==> config.mk <==
export PLATFORM = sky130hd
export DESIGN_NAME = sync_frame_checksum_parser_flat
export DESIGN_NICKNAME = d
export VERILOG_FILES = /design/src/rtl/sfcp_pkg.sv /design/src/rtl/sfcp_intf.sv /design/src/rtl/sync_frame_checksum_parser.sv /design/src/flat_wrapper.sv
export SDC_FILE = /design/constraint.sdc
export NUM_CORES = 1
export LEC_CHECK = 0
export ABC_CLOCK_PERIOD_IN_PS = 2900
export CORE_ASPECT_RATIO = 1.75
export CORE_MARGIN = 2
export CORE_UTILIZATION = 57
export DETAILED_ROUTE_END_ITERATION = 8
export DONT_BUFFER_PORTS = 1
export PLACE_DENSITY_LB_ADDON = 0.2
export SYNTH_ARGS = -nofsm -noshare
export SYNTH_HDL_FRONTEND = slang
export SYNTH_SLANG_ARGS = --single-unit
==> constraint.sdc <==
create_clock -name i_clk -period 2.9 [get_ports i_clk]
set_input_delay 0.87 -clock i_clk [delete_from_list [all_inputs] [get_ports i_clk]]
set_output_delay 0.87 -clock i_clk [all_outputs]
set_load 0.1 [all_outputs]
==> src/rtl/sfcp_pkg.sv <==
// Shared types and constants for the sync frame checksum parser.
// No dependencies; compile first.
`timescale 1ns / 1ps

package sfcp_pkg;

    // Sync pair that opens every frame
    localparam logic [7:0] SYNC_FIRST  = 8'hAA;
    localparam logic [7:0] SYNC_SECOND = 8'hCA;

    // Header length field: bits 6..2, counted in byte pairs
    localparam int         LEN_LSB        = 2;
    localparam logic [4:0] LEN_FIELD_MASK = 5'd31;

    // Field widths
    localparam int BYTE_W  = 8;
    localparam int ADDR_W  = 10;
    localparam int LEN_W   = 6;
    localparam int PADDR_W = 3;
    localparam int PDATA_W = 32;

    // Configuration register index, taken from paddr[2]
    localparam logic REG_EXPECTED_ADDRESS = 1'b0;

    // Parser phase
    typedef enum logic [2:0] {
        PH_HUNT   = 3'd0,
        PH_SYNC2  = 3'd1,
        PH_HEADER = 3'd2,
        PH_ID     = 3'd3,
        PH_DATA   = 3'd4,
        PH_CHK1   = 3'd5,
        PH_CHK2   = 3'd6
    } t_phase;

endpackage

==> src/rtl/sfcp_intf.sv <==
// Valid/ready channel interfaces for received bytes and frame results.
// Depends on sfcp_pkg.
`timescale 1ns / 1ps

interface sfcp_rx_if;
    import sfcp_pkg::*;

    logic              valid;
    logic              ready;
    logic [BYTE_W-1:0] rx_byte;

    modport source (output valid, output rx_byte, input ready);
    modport sink   (input valid, input rx_byte, output ready);
endinterface

interface sfcp_res_if;
    import sfcp_pkg::*;

    logic              valid;
    logic              ready;
    logic              checksum_good;
    logic [ADDR_W-1:0] frame_address;
    logic              address_match;
    logic              link_up;

    modport source (output valid, output checksum_good, output frame_address,
                    output address_match, output link_up, input ready);
    modport sink   (input valid, input checksum_good, input frame_address,
                    input address_match, input link_up, output ready);
endinterface

==> src/rtl/sync_frame_checksum_parser.sv <==
// Top level of the sync frame checksum parser: input register, frame state
// machine with mod-256 Fletcher sums, result register and APB configuration port.
// Depends on sfcp_pkg and the interfaces in sfcp_intf.sv.
`timescale 1ns / 1ps

// Usage
//   i_rx  : received bytes, one transaction per byte (valid/ready).
//   o_res : one transaction per completed frame, issued on the second
//           checksum byte: checksum_good, frame_address, address_match, link_up.
//   APB   : one register at byte address 0, expected_address (10 bits).
//           Write it only while no frame is in flight.
// Throughput: one byte per cycle, unless a frame-ending byte must wait. A byte
//   is registered on acceptance and processed by the frame state machine from
//   the input register; a frame's result is then loaded into the result register.
// Stall: a waiting result is held in the output register; bytes that give
//   no result keep flowing past it. Only a frame-ending byte waits, and the
//   input register then fills and drops ready.
// Reset (i_rst_n low, synchronous): hunting for sync, sums cleared, link
//   down, expected_address 0, both channels empty.
module sync_frame_checksum_parser (
    input  logic                     i_clk,
    input  logic                     i_rst_n,
    sfcp_rx_if.sink                  i_rx,
    sfcp_res_if.source               o_res,
    input  logic                     psel,
    input  logic                     penable,
    input  logic                     pwrite,
    input  logic [sfcp_pkg::PADDR_W-1:0] paddr,
    input  logic [sfcp_pkg::PDATA_W-1:0] pwdata,
    output logic [sfcp_pkg::PDATA_W-1:0] prdata,
    output logic                     pready
);
    import sfcp_pkg::*;

    // Configuration
    logic [ADDR_W-1:0] r_expected_address;

    // Input register
    logic              r_in_valid;
    logic [BYTE_W-1:0] r_in_byte;

    // Frame state
    t_phase            r_phase, n_phase;
    logic [BYTE_W-1:0] r_header, n_header;
    logic [ADDR_W-1:0] r_address, n_address;
    logic [LEN_W-1:0]  r_total, n_total;
    logic [LEN_W-1:0]  r_seen, n_seen;
    logic [BYTE_W-1:0] r_sum_first, n_sum_first;
    logic [BYTE_W-1:0] r_sum_second, n_sum_second;
    logic [BYTE_W-1:0] r_recv_first, n_recv_first;
    logic              r_link, n_link;

    // Result register
    logic              r_out_valid;
    logic              r_out_good;
    logic [ADDR_W-1:0] r_out_address;
    logic              r_out_match;
    logic              r_out_link;

    logic              w_emit;
    logic              w_good;
    logic              w_match;
    logic              w_out_free;
    logic              w_process;
    logic [4:0]        w_len_field;

    // APB: always ready, one register
    assign pready = 1'b1;
    assign prdata = (paddr[2] == REG_EXPECTED_ADDRESS)
                  ? {{(PDATA_W-ADDR_W){1'b0}}, r_expected_address}
                  : '0;

    always_ff @(posedge i_clk) begin
        if (!i_rst_n) begin
            r_expected_address <= '0;
        end else if (psel && penable && pwrite && pready
                     && paddr[2] == REG_EXPECTED_ADDRESS) begin
            r_expected_address <= pwdata[ADDR_W-1:0];
        end
    end

    // Handshake: process the held byte unless it ends a frame and the
    // result register is still occupied
    assign w_out_free = !r_out_valid || o_res.ready;
    assign w_process  = r_in_valid && (!w_emit || w_out_free);
    assign i_rx.ready = !r_in_valid || w_process;

    always_ff @(posedge i_clk) begin
        if (!i_rst_n) begin
            r_in_valid <= 1'b0;
        end else if (i_rx.ready) begin
            r_in_valid <= i_rx.valid;
        end
    end

    always_ff @(posedge i_clk) begin
        if (i_rx.ready && i_rx.valid) begin
            r_in_byte <= i_rx.rx_byte;
        end
    end

    assign w_len_field = r_in_byte[LEN_LSB +: 5] & LEN_FIELD_MASK;
    assign w_good  = (r_sum_first == r_recv_first) && (r_sum_second == r_in_byte);
    assign w_match = (r_address == r_expected_address);

    // Next state of the frame parser
    always_comb begin
        n_phase      = r_phase;
        n_header     = r_header;
        n_address    = r_address;
        n_total      = r_total;
        n_seen       = r_seen;
        n_sum_first  = r_sum_first;
        n_sum_second = r_sum_second;
        n_recv_first = r_recv_first;
        n_link       = r_link;
        w_emit       = 1'b0;
        case (r_phase)
            PH_HUNT: begin
                if (r_in_byte == SYNC_FIRST) begin
                    n_phase = PH_SYNC2;
                end
            end
            PH_SYNC2: begin
                n_phase = (r_in_byte == SYNC_SECOND) ? PH_HEADER : PH_HUNT;
            end
            PH_HEADER: begin
                n_header     = r_in_byte;
                n_sum_first  = r_sum_first + r_in_byte;
                n_sum_second = r_sum_second + n_sum_first;
                n_seen       = '0;
                n_total      = {w_len_field, 1'b0};
                n_phase      = PH_ID;
            end
            PH_ID: begin
                n_sum_first  = r_sum_first + r_in_byte;
                n_sum_second = r_sum_second + n_sum_first;
                n_seen       = '0;
                n_address    = {r_header[1:0], r_in_byte};
                n_phase      = PH_DATA;
            end
            PH_DATA: begin
                // a zero-length frame still takes one byte here
                n_sum_first  = r_sum_first + r_in_byte;
                n_sum_second = r_sum_second + n_sum_first;
                n_seen       = r_seen + 1'b1;
                if (n_seen >= r_total) begin
                    n_phase = PH_CHK1;
                end
            end
            PH_CHK1: begin
                n_recv_first = r_in_byte;
                n_phase      = PH_CHK2;
            end
            PH_CHK2: begin
                w_emit = 1'b1;
                if (w_good) begin
                    n_link = w_match;
                end
                n_sum_first  = '0;
                n_sum_second = '0;
                n_seen       = '0;
                n_phase      = PH_HUNT;
            end
            default: begin
                n_phase = PH_HUNT;
            end
        endcase
    end

    // Advance the frame state on each processed byte
    always_ff @(posedge i_clk) begin
        if (!i_rst_n) begin
            r_phase      <= PH_HUNT;
            r_header     <= '0;
            r_address    <= '0;
            r_total      <= '0;
            r_seen       <= '0;
            r_sum_first  <= '0;
            r_sum_second <= '0;
            r_recv_first <= '0;
            r_link       <= 1'b0;
        end else if (w_process) begin
            r_phase      <= n_phase;
            r_header     <= n_header;
            r_address    <= n_address;
            r_total      <= n_total;
            r_seen       <= n_seen;
            r_sum_first  <= n_sum_first;
            r_sum_second <= n_sum_second;
            r_recv_first <= n_recv_first;
            r_link       <= n_link;
        end
    end

    // Result register: load on frame end, hold while stalled
    always_ff @(posedge i_clk) begin
        if (!i_rst_n) begin
            r_out_valid <= 1'b0;
        end else if (w_out_free) begin
            r_out_valid <= w_process && w_emit;
        end
    end

    always_ff @(posedge i_clk) begin
        if (w_process && w_emit) begin
            r_out_good    <= w_good;
            r_out_address <= r_address;
            r_out_match   <= w_match;
            r_out_link    <= n_link;
        end
    end

    assign o_res.valid         = r_out_valid;
    assign o_res.checksum_good = r_out_good;
    assign o_res.frame_address = r_out_address;
    assign o_res.address_match = r_out_match;
    assign o_res.link_up       = r_out_link;

endmodule
==> src/flat_wrapper.sv <==
// flat-port wrapper written by rule: the top's interface ports become plain ports
module sync_frame_checksum_parser_flat import sfcp_pkg::*;
  (i_clk, i_rst_n, psel, penable, pwrite, paddr, pwdata, prdata, pready, i_rx_valid, i_rx_rx_byte, i_rx_ready, o_res_valid, o_res_checksum_good, o_res_frame_address, o_res_address_match, o_res_link_up, o_res_ready);
  sfcp_rx_if i_rx_i ();
  sfcp_res_if o_res_i ();
  input  logic i_clk;
  input  logic i_rst_n;
  input  logic psel;
  input  logic penable;
  input  logic pwrite;
  input  logic [sfcp_pkg::PADDR_W-1:0] paddr;
  input  logic [sfcp_pkg::PDATA_W-1:0] pwdata;
  output logic [sfcp_pkg::PDATA_W-1:0] prdata;
  output logic pready;
  input wire logic [$bits(i_rx_i.valid)-1:0] i_rx_valid;
  input wire logic [$bits(i_rx_i.rx_byte)-1:0] i_rx_rx_byte;
  output wire logic [$bits(i_rx_i.ready)-1:0] i_rx_ready;
  output wire logic [$bits(o_res_i.valid)-1:0] o_res_valid;
  output wire logic [$bits(o_res_i.checksum_good)-1:0] o_res_checksum_good;
  output wire logic [$bits(o_res_i.frame_address)-1:0] o_res_frame_address;
  output wire logic [$bits(o_res_i.address_match)-1:0] o_res_address_match;
  output wire logic [$bits(o_res_i.link_up)-1:0] o_res_link_up;
  input wire logic [$bits(o_res_i.ready)-1:0] o_res_ready;
  assign i_rx_i.valid = i_rx_valid;
  assign i_rx_i.rx_byte = i_rx_rx_byte;
  assign i_rx_ready = i_rx_i.ready;
  assign o_res_valid = o_res_i.valid;
  assign o_res_checksum_good = o_res_i.checksum_good;
  assign o_res_frame_address = o_res_i.frame_address;
  assign o_res_address_match = o_res_i.address_match;
  assign o_res_link_up = o_res_i.link_up;
  assign o_res_i.ready = o_res_ready;
  sync_frame_checksum_parser u_core (.i_clk(i_clk), .i_rst_n(i_rst_n), .i_rx(i_rx_i), .o_res(o_res_i), .psel(psel), .penable(penable), .pwrite(pwrite), .paddr(paddr), .pwdata(pwdata), .prdata(prdata), .pready(pready));
endmodule
==> reports/qor.csv, run 1 <==
stage;metric;value;unit
critical_path;startpoint;u_core.r_in_byte[1]$_DFFE_PP_;
grt;grt_pass1_wl;16000;um
worst_hold_path;min_from;u_core.r_header[1]$_SDFFE_PN0P_;
layout;area_delta_synth_final;16.7;%
critical_path;cp_cell_sequence;ha_1 -> a21oi_2 -> o211ai_2 -> nor2_1 -> xnor2_2 -> ha_1 -> or2_2 -> a21oi_4 -> o21bai_1 -> mux2_2 -> nand4_1;
routing;drtIter0Drc;281;
critical_path;r2r_setup_slack;0.02;ns
power;power_switching;0.000700;W
power;clock_power_share;0.443;
clocking;clk_latency;0.34;ns
clocking;cts.sinks;84;
floorplan;row_count;42;
layout;n_antenna_cell;0;
sta;fin_crit;2.88;ns
power;sw_frac_of_total;0.256;
floorplan;die-area;8430;um2
routing;ant_nets;0;
critical_path;slowest_delay;0.51;ns
sta;final-setup-viol-count;0;
floorplan;die_height;120;um
layout;fillCellCount;572;
place;gp_congestion;0.861;
place;portBuffers;0;
run;cap_violations;0;
synthesis;seq_area_frac_synth;0.432;
synthesis;syn_area;4380;um2
place;place_ws;-0.238;ns
clocking;cts_hold_buffers;0;
power;p_int;0.00204;W
critical_path;crit_type;flip-flop to flip-flop;
routing;via_per_inst;5.71;
synthesis;synth_common_cells;nand2_1, dfxtp_1, a21oi_1, nor2_1, xnor2_1;
sta;clock_skew;0.00567;ns
layout;fin_area;5110;um2
grt;grt_pass1_vias;3351;
power;leakagePower;1.94;nW
sta;final-max-slew-violation-count;0;
power;combPwrFrac;0.107;
synthesis;ys_warn_count;0;
synthesis;ys_ff_latch;84;
critical_path;cp-start-kind;flip-flop;
sta;relSlewSlack;0.409;
critical_path;cp-end-kind;flip-flop;
sta;fmax;347;MHz
routing;post_drt_wl_per_cell;16.7;um
floorplan;initial_utilization;0.583;
synthesis;synth_top_area_share;0.288;
layout;post-route-util;0.680;
routing;firstDrtPassIters;4;
layout;drive_gt1_frac;0.196;
critical_path;crit_path_frequent_cell;ha_1;
synthesis;synth_cell_types;59;
floorplan;ios;98;
sta;final.period_utilization;0.993;
synthesis;yosysMostFrequentCell;nand2_1;
critical_path;slowest_stage;edfxtp_1;
critical_path;crit_arrival;3.16;ns
critical_path;r2r-start;u_core.r_in_byte[1]$_DFFE_PP_;
synthesis;syn_inst;483;
place;dpl.hpwl;7490;um
clocking;cts_buffers;9;
layout;nets;593;
power;pwr-share-seq;0.450;
floorplan;core;7510;um2
synthesis;ys.flop_type;dfxtp_1;
synthesis;syn_area_per_cell;9.07;um2
routing;drcViolationCount;0;
sta;grt_setup_unrepaired;true;
sta;final_hold_viol_count;0;
clocking;path_clk_slew;0.06;ns
grt;gr-total-overflow;0;
synthesis;synthTopCellsByArea;dfxtp_1, edfxtp_1, xnor2_1;
power;power_density;536;nW/um2
status;run_status;completed;
synthesis;synth_top_area_cell;dfxtp_1;
critical_path;cp_max_fo;4;
sta;setup_tns;0;ns
place;place_area;4690;um2
sta;worstMarginPinSlew;0.889;ns
synthesis;ys_async_sr_fraction;0;
clocking;htree_levels;3;
synthesis;synth_edf_count;21;
grt;grt_max_degree;60;
grt;grt_usage;0.244;
routing;dr_total_vias;3505;
critical_path;required;3.18;ns
clocking;root_buffer;clkbuf_16;
clocking;clockBufferDepth;2;
power;vdd_drop_max;0.328;mV
sta;fin_ws;0.0196;ns
clocking;cts_tree;done;
floorplan;chipWidth;70.3;um
worst_hold_path;hp-class;flip-flop to flip-flop;
routing;wirelength;10200;um
grt;antenna_found_initial;0;
-- registers in the layout, indices dropped and copies added (netlist names) --
| signal | cells |
|---|---|
| u_core.o_res.checksum_good | 1 |
| u_core.r_address | 10 |
| u_core.r_recv_first | 8 |
| u_core.o_res.valid | 1 |
| u_core.r_phase | 3 |
| u_core.o_res.link_up | 1 |
| u_core.r_sum_second | 8 |
| u_core.r_link | 1 |
| u_core.r_sum_first | 8 |
| u_core.r_seen | 6 |
| u_core.r_expected_address | 10 |
| u_core.r_total | 5 |
| u_core.r_in_valid | 1 |
| u_core.o_res.address_match | 1 |
| u_core.o_res.frame_address | 10 |
| u_core.r_header | 2 |
| u_core.r_in_byte | 8 |
-- power groups by stage --
| stage | clock network [W] | registers (W) | logic, W |
|---|---|---|---|
| after floorplan | 0 | 0.00125 | 0.000248 |
| after global placement | 0 | 0.00126 | 0.000269 |
| after detailed placement | 0 | 0.00126 | 0.000272 |
| after CTS | 0.00123 | 0.00123 | 0.000280 |
| after global routing | 0.00127 | 0.00123 | 0.000307 |
| final | 0.00121 | 0.00123 | 0.000293 |
-- logic make-up after synthesis --
kind of cell / synth area share
xor gates and xnor gates: 0.0780
and+or+nand+nor: 0.202
buffers and inverters: 0.0743
other: 0.00171
DFF: 0.432
AOI/OAI and AO/OA: 0.131
muxes: 0.0143
adders and majority gates: 0.0663
-- worst paths after layout --
kind                            depth (start not counted)                                   to
worst max-delay path                                   11  u_core.r_sum_second[7]$_SDFFE_PN0P_
worst min register to register                          2     u_core.r_address[9]$_SDFFE_PN0P_
worst max register to register                         11  u_core.r_sum_second[7]$_SDFFE_PN0P_
worst min-delay path                                    2     u_core.r_address[9]$_SDFFE_PN0P_
-- placed cells by master, fill, tap and decap left out, types with 3 or more instances in the layout --
cell type,synthesis,final
a21oi_1,57,54
nor2b_2,0,10
xor2_1,6,5
ha_1,20,15
xnor2_1,33,30
nand4b_1,3,3
buf_4,23,46
clkinv_4,0,3
conb_1,2,23
nand3_1,15,15
ha_2,0,5
a22oi_1,5,5
mux2i_1,4,4
nor4_1,3,3
inv_1,15,15
o21ai_0,6,6
a21o_1,3,3
nor2b_1,14,4
nor2_1,37,37
edfxtp_1,21,21
nand4_1,8,8
or4_1,3,3
clkbuf_16,0,9
o21a_1,4,3
o21bai_1,3,3
xnor2_2,0,3
nand2_1,71,71
nand2b_1,3,3
nor3_1,8,8
dfxtp_1,63,61
-- repair_timing --
item | in CTS | in global routing
resized for setup | 5 | 13
pin swaps | 2 | 10
buffers inserted | 2 | 1
endpoints found under the setup margin | 2 | 3
-- per-stage QoR --
step / cells / hold slack (ns) / power [W]
after floorplan: 504 / 0.431 / 0.00150
after global placement: 595 / 0.443 / 0.00153
after detailed placement: 595 / 0.449 / 0.00153
after CTS: 613 / 0.464 / 0.00274
after global routing: 614 / 0.491 / 0.00281
final: 614 / 0.458 / 0.00274
-- metal layers --
metal	track usage	up-vias	part of all wire
met5	0	-	0
met4	0.154	0	0.055
met3	0.0445	37	0.042
met2	0.441	112	0.54
met1	0.254	1660	0.36
li1	-	1696	-
-- area by class of cell --
cell class                 instances  area [um2]  share of cell area
multi-input combinational        362        2360               0.461
sequential                        84        1890               0.371
timing repair buffer              47         365              0.0715
clock buffer                      11         233              0.0455
tap                               88         110              0.0215
clock inverter                     5        86.3              0.0169
inverter                          17        63.8              0.0125
-- worst max-delay path, delay by kind of cell, from the launching register on --
kind	cells	cell delay (ns)
and+or+nand+nor	3	0.60
muxes	1	0.27
xor gates and xnor gates	1	0.16
adders and majority gates	2	0.66
DFF	1	0.51
AOI/OAI and AO/OA	4	0.63
No activity file was read; power rests on OpenSTA's default activity.
==> inputs of run 2 (changes only) <==
Settings changed: BUFFER_PORTS_ARGS from default to -buffer_cell sky130_fd_sc_hd__buf_4, CORE_UTILIZATION 57 to 49, DONT_BUFFER_PORTS 1 to default.
==> reports/qor.csv, run 2 (synthesis gave the netlist of run 1 again) <==
stage;metric;value;unit;change
clocking;cts.sinks;84;;unchanged
worst_hold_path;holdPathStages;2;;unchanged
routing;drcViolationCount;0;;unchanged
routing;ant_nets;0;;unchanged
run;cap_violations;0;;unchanged
place;portBuffers;50;;+50
power;clock_power_share;0.414;;-0.029
clocking;root_buffer;clkbuf_16;;
layout;area_delta_synth_final;20.8;%;
place;gp_congestion;0.892;;+3.6%
clocking;cts_tree;done;;
grt;grt_pass1_vias;3460;;+3.3%
routing;drtIter0Drc;171;;-39%
power;pwr-share-seq;0.463;;+0.013
sta;worstMarginPinSlew;1.01;ns;+0.122 ns
power;vdd_drop_max;0.329;mV;+0.51%
layout;seq_area;1890;um2;about the same
floorplan;die-area;9740;um2;+16%
routing;via_per_inst;5.33;;-6.7%
power;p_int;0.00196;W;-3.9%
routing;dr_total_vias;3602;;+2.8%
worst_hold_path;hp-class;flip-flop to flip-flop;;
place;dpl.hpwl;7810;um;+4.4%
layout;fillCellCount;788;;+38%
critical_path;reg2reg_depth;12;;+1
layout;n_antenna_cell;0;;unchanged
sta;relSlewSlack;0.324;;-0.0849
critical_path;required;3.18;ns;about the same
sta;fmax;346;MHz;-0.43%
power;combPwrFrac;0.123;;+0.016
layout;mostFrequentLayoutCells;buf_4, nand2_1, dfxtp_1, a21oi_1, nor2_1;;
power;leakagePower;2.08;nW;+7.1%
critical_path;cp-start-kind;flip-flop;;
critical_path;crit_type;flip-flop to flip-flop;;
grt;gr-total-overflow;0;;unchanged
routing;firstDrtPassIters;4;;unchanged
sta;setup_tns;0;ns;unchanged
clocking;cts_buffers;9;;unchanged
status;run_status;completed;;
critical_path;cp_max_fo;3;;-1
layout;drive_gt1_frac;0.211;;+0.0153
grt;grt_pass1_wl;16800;um;+5.5%
floorplan;die_height;129;um;+7.6%
layout;layout_commonest_cell;buf_4;;
floorplan;core;8670;um2;+15%
sta;clock_skew;0.00459;ns;-0.00108 ns
power;power_switching;0.000688;W;-1.6%
floorplan;chipWidth;75.5;um;+7.4%
layout;nets;626;;+5.6%
routing;post_drt_wl_per_cell;15.4;um;-7.4%
clocking;cts_hold_buffers;0;;unchanged
critical_path;cp-end-kind;flip-flop;;
sta;final-max-slew-violation-count;0;;unchanged
grt;antenna_found_initial;0;;unchanged
sta;grt_setup_unrepaired;true;;
clocking;clockBufferDepth;2;;unchanged
grt;grt_usage;0.234;;-0.0108
clocking;htree_levels;3;;unchanged
routing;wirelength;10400;um;+1.9%
clocking;clk_latency;0.34;ns;about the same
power;sw_frac_of_total;0.260;;+0.00442
floorplan;row_count;45;;+7.1%
grt;grt_max_degree;60;;unchanged
sta;final_hold_viol_count;0;;unchanged
clocking;path_clk_slew;0.06;ns;about the same
sta;final.period_utilization;0.998;;+0.00433
floorplan;initial_utilization;0.505;;-0.0777
floorplan;ios;98;;unchanged
sta;hold-worst-slack;0.458;ns;-0.000645 ns
layout;multi_input_area;2300;um2;-2.5%
sta;final-setup-viol-count;0;;unchanged
critical_path;crit_arrival;3.17;ns;about the same
power;power_density;500;nW/um2;-6.6%
sta;fin_crit;2.89;ns;+0.0126 ns
[run 2: worst paths after layout]
kind	start	to	slack, ns
hold / removal	u_core.r_header[0]$_SDFFE_PN0P_	u_core.r_address[8]$_SDFFE_PN0P_	0.46
setup reg to reg	u_core.r_in_byte[0]$_DFFE_PP_	u_core.r_sum_second[7]$_SDFFE_PN0P_	0.007
setup / recovery	u_core.r_in_byte[0]$_DFFE_PP_	u_core.r_sum_second[7]$_SDFFE_PN0P_	0.007
hold reg to reg	u_core.r_header[0]$_SDFFE_PN0P_	u_core.r_address[8]$_SDFFE_PN0P_	0.46
[run 2: per-stage QoR]
step	cell area (um2)	utilization	cells	setup WS, ns	total power (W)
6_report	5290	0.610	676	0.00703	0.00265
5_1_grt	5290	0.610	676	-0.163	0.00274
3_5_place_dp	4930	0.569	657	-0.156	0.00156
4_1_cts	5250	0.605	673	0.0219	0.00267
3_3_place_gp	4930	0.569	657	-0.119	0.00156
2_1_floorplan	4470	-	504	-0.373	0.00150
[run 2: final cells by class]
type	instances	area share
Clock buffer	10	0.0433
Inverter	17	0.0121
Clock inverter	6	0.0104
Tap cell	117	0.0277
Timing Repair Buffer	80	0.114
Sequential cell	84	0.358
Multi-Input combinational cell	362	0.435
[run 2: power by group through the flow]
stage / Clock, W / Combinational [W] / Sequential (W)
global route: 0.00117 / 0.000344 / 0.00123
global placement: 0 / 0.000310 / 0.00125
detailed placement: 0 / 0.000314 / 0.00125
finish: 0.00110 / 0.000327 / 0.00123
floorplan: 0 / 0.000248 / 0.00125
CTS: 0.00112 / 0.000318 / 0.00123
[run 2: layer usage]
layer,part of all wire,vias to the layer above,GRT usage
li1,-,1764,-
met1,0.35,1690,0.233
met2,0.55,113,0.421
met3,0.042,35,0.0474
met4,0.061,0,0.146
met5,0,-,0
[run 2: critical path: stages, from the launching register on]
cell and delay (ns):
edfxtp_1 0.39, ha_2 0.21, fa_2 0.35, a21o_1 0.20, a21oi_4 0.17, o21bai_1 0.13
a21oi_2 0.20, xnor2_2 0.16, ha_2 0.26, a2111oi_4 0.05, buf_4 0.14, or4_1 0.49
nand4_1 0.07
[run 2: what timing repair did]
item,CTS,global route
setup endpoints to repair,2,4
pin swaps,3,3
buffers inserted,0,3
hold endpoints to repair,0,0
resized for setup,7,5
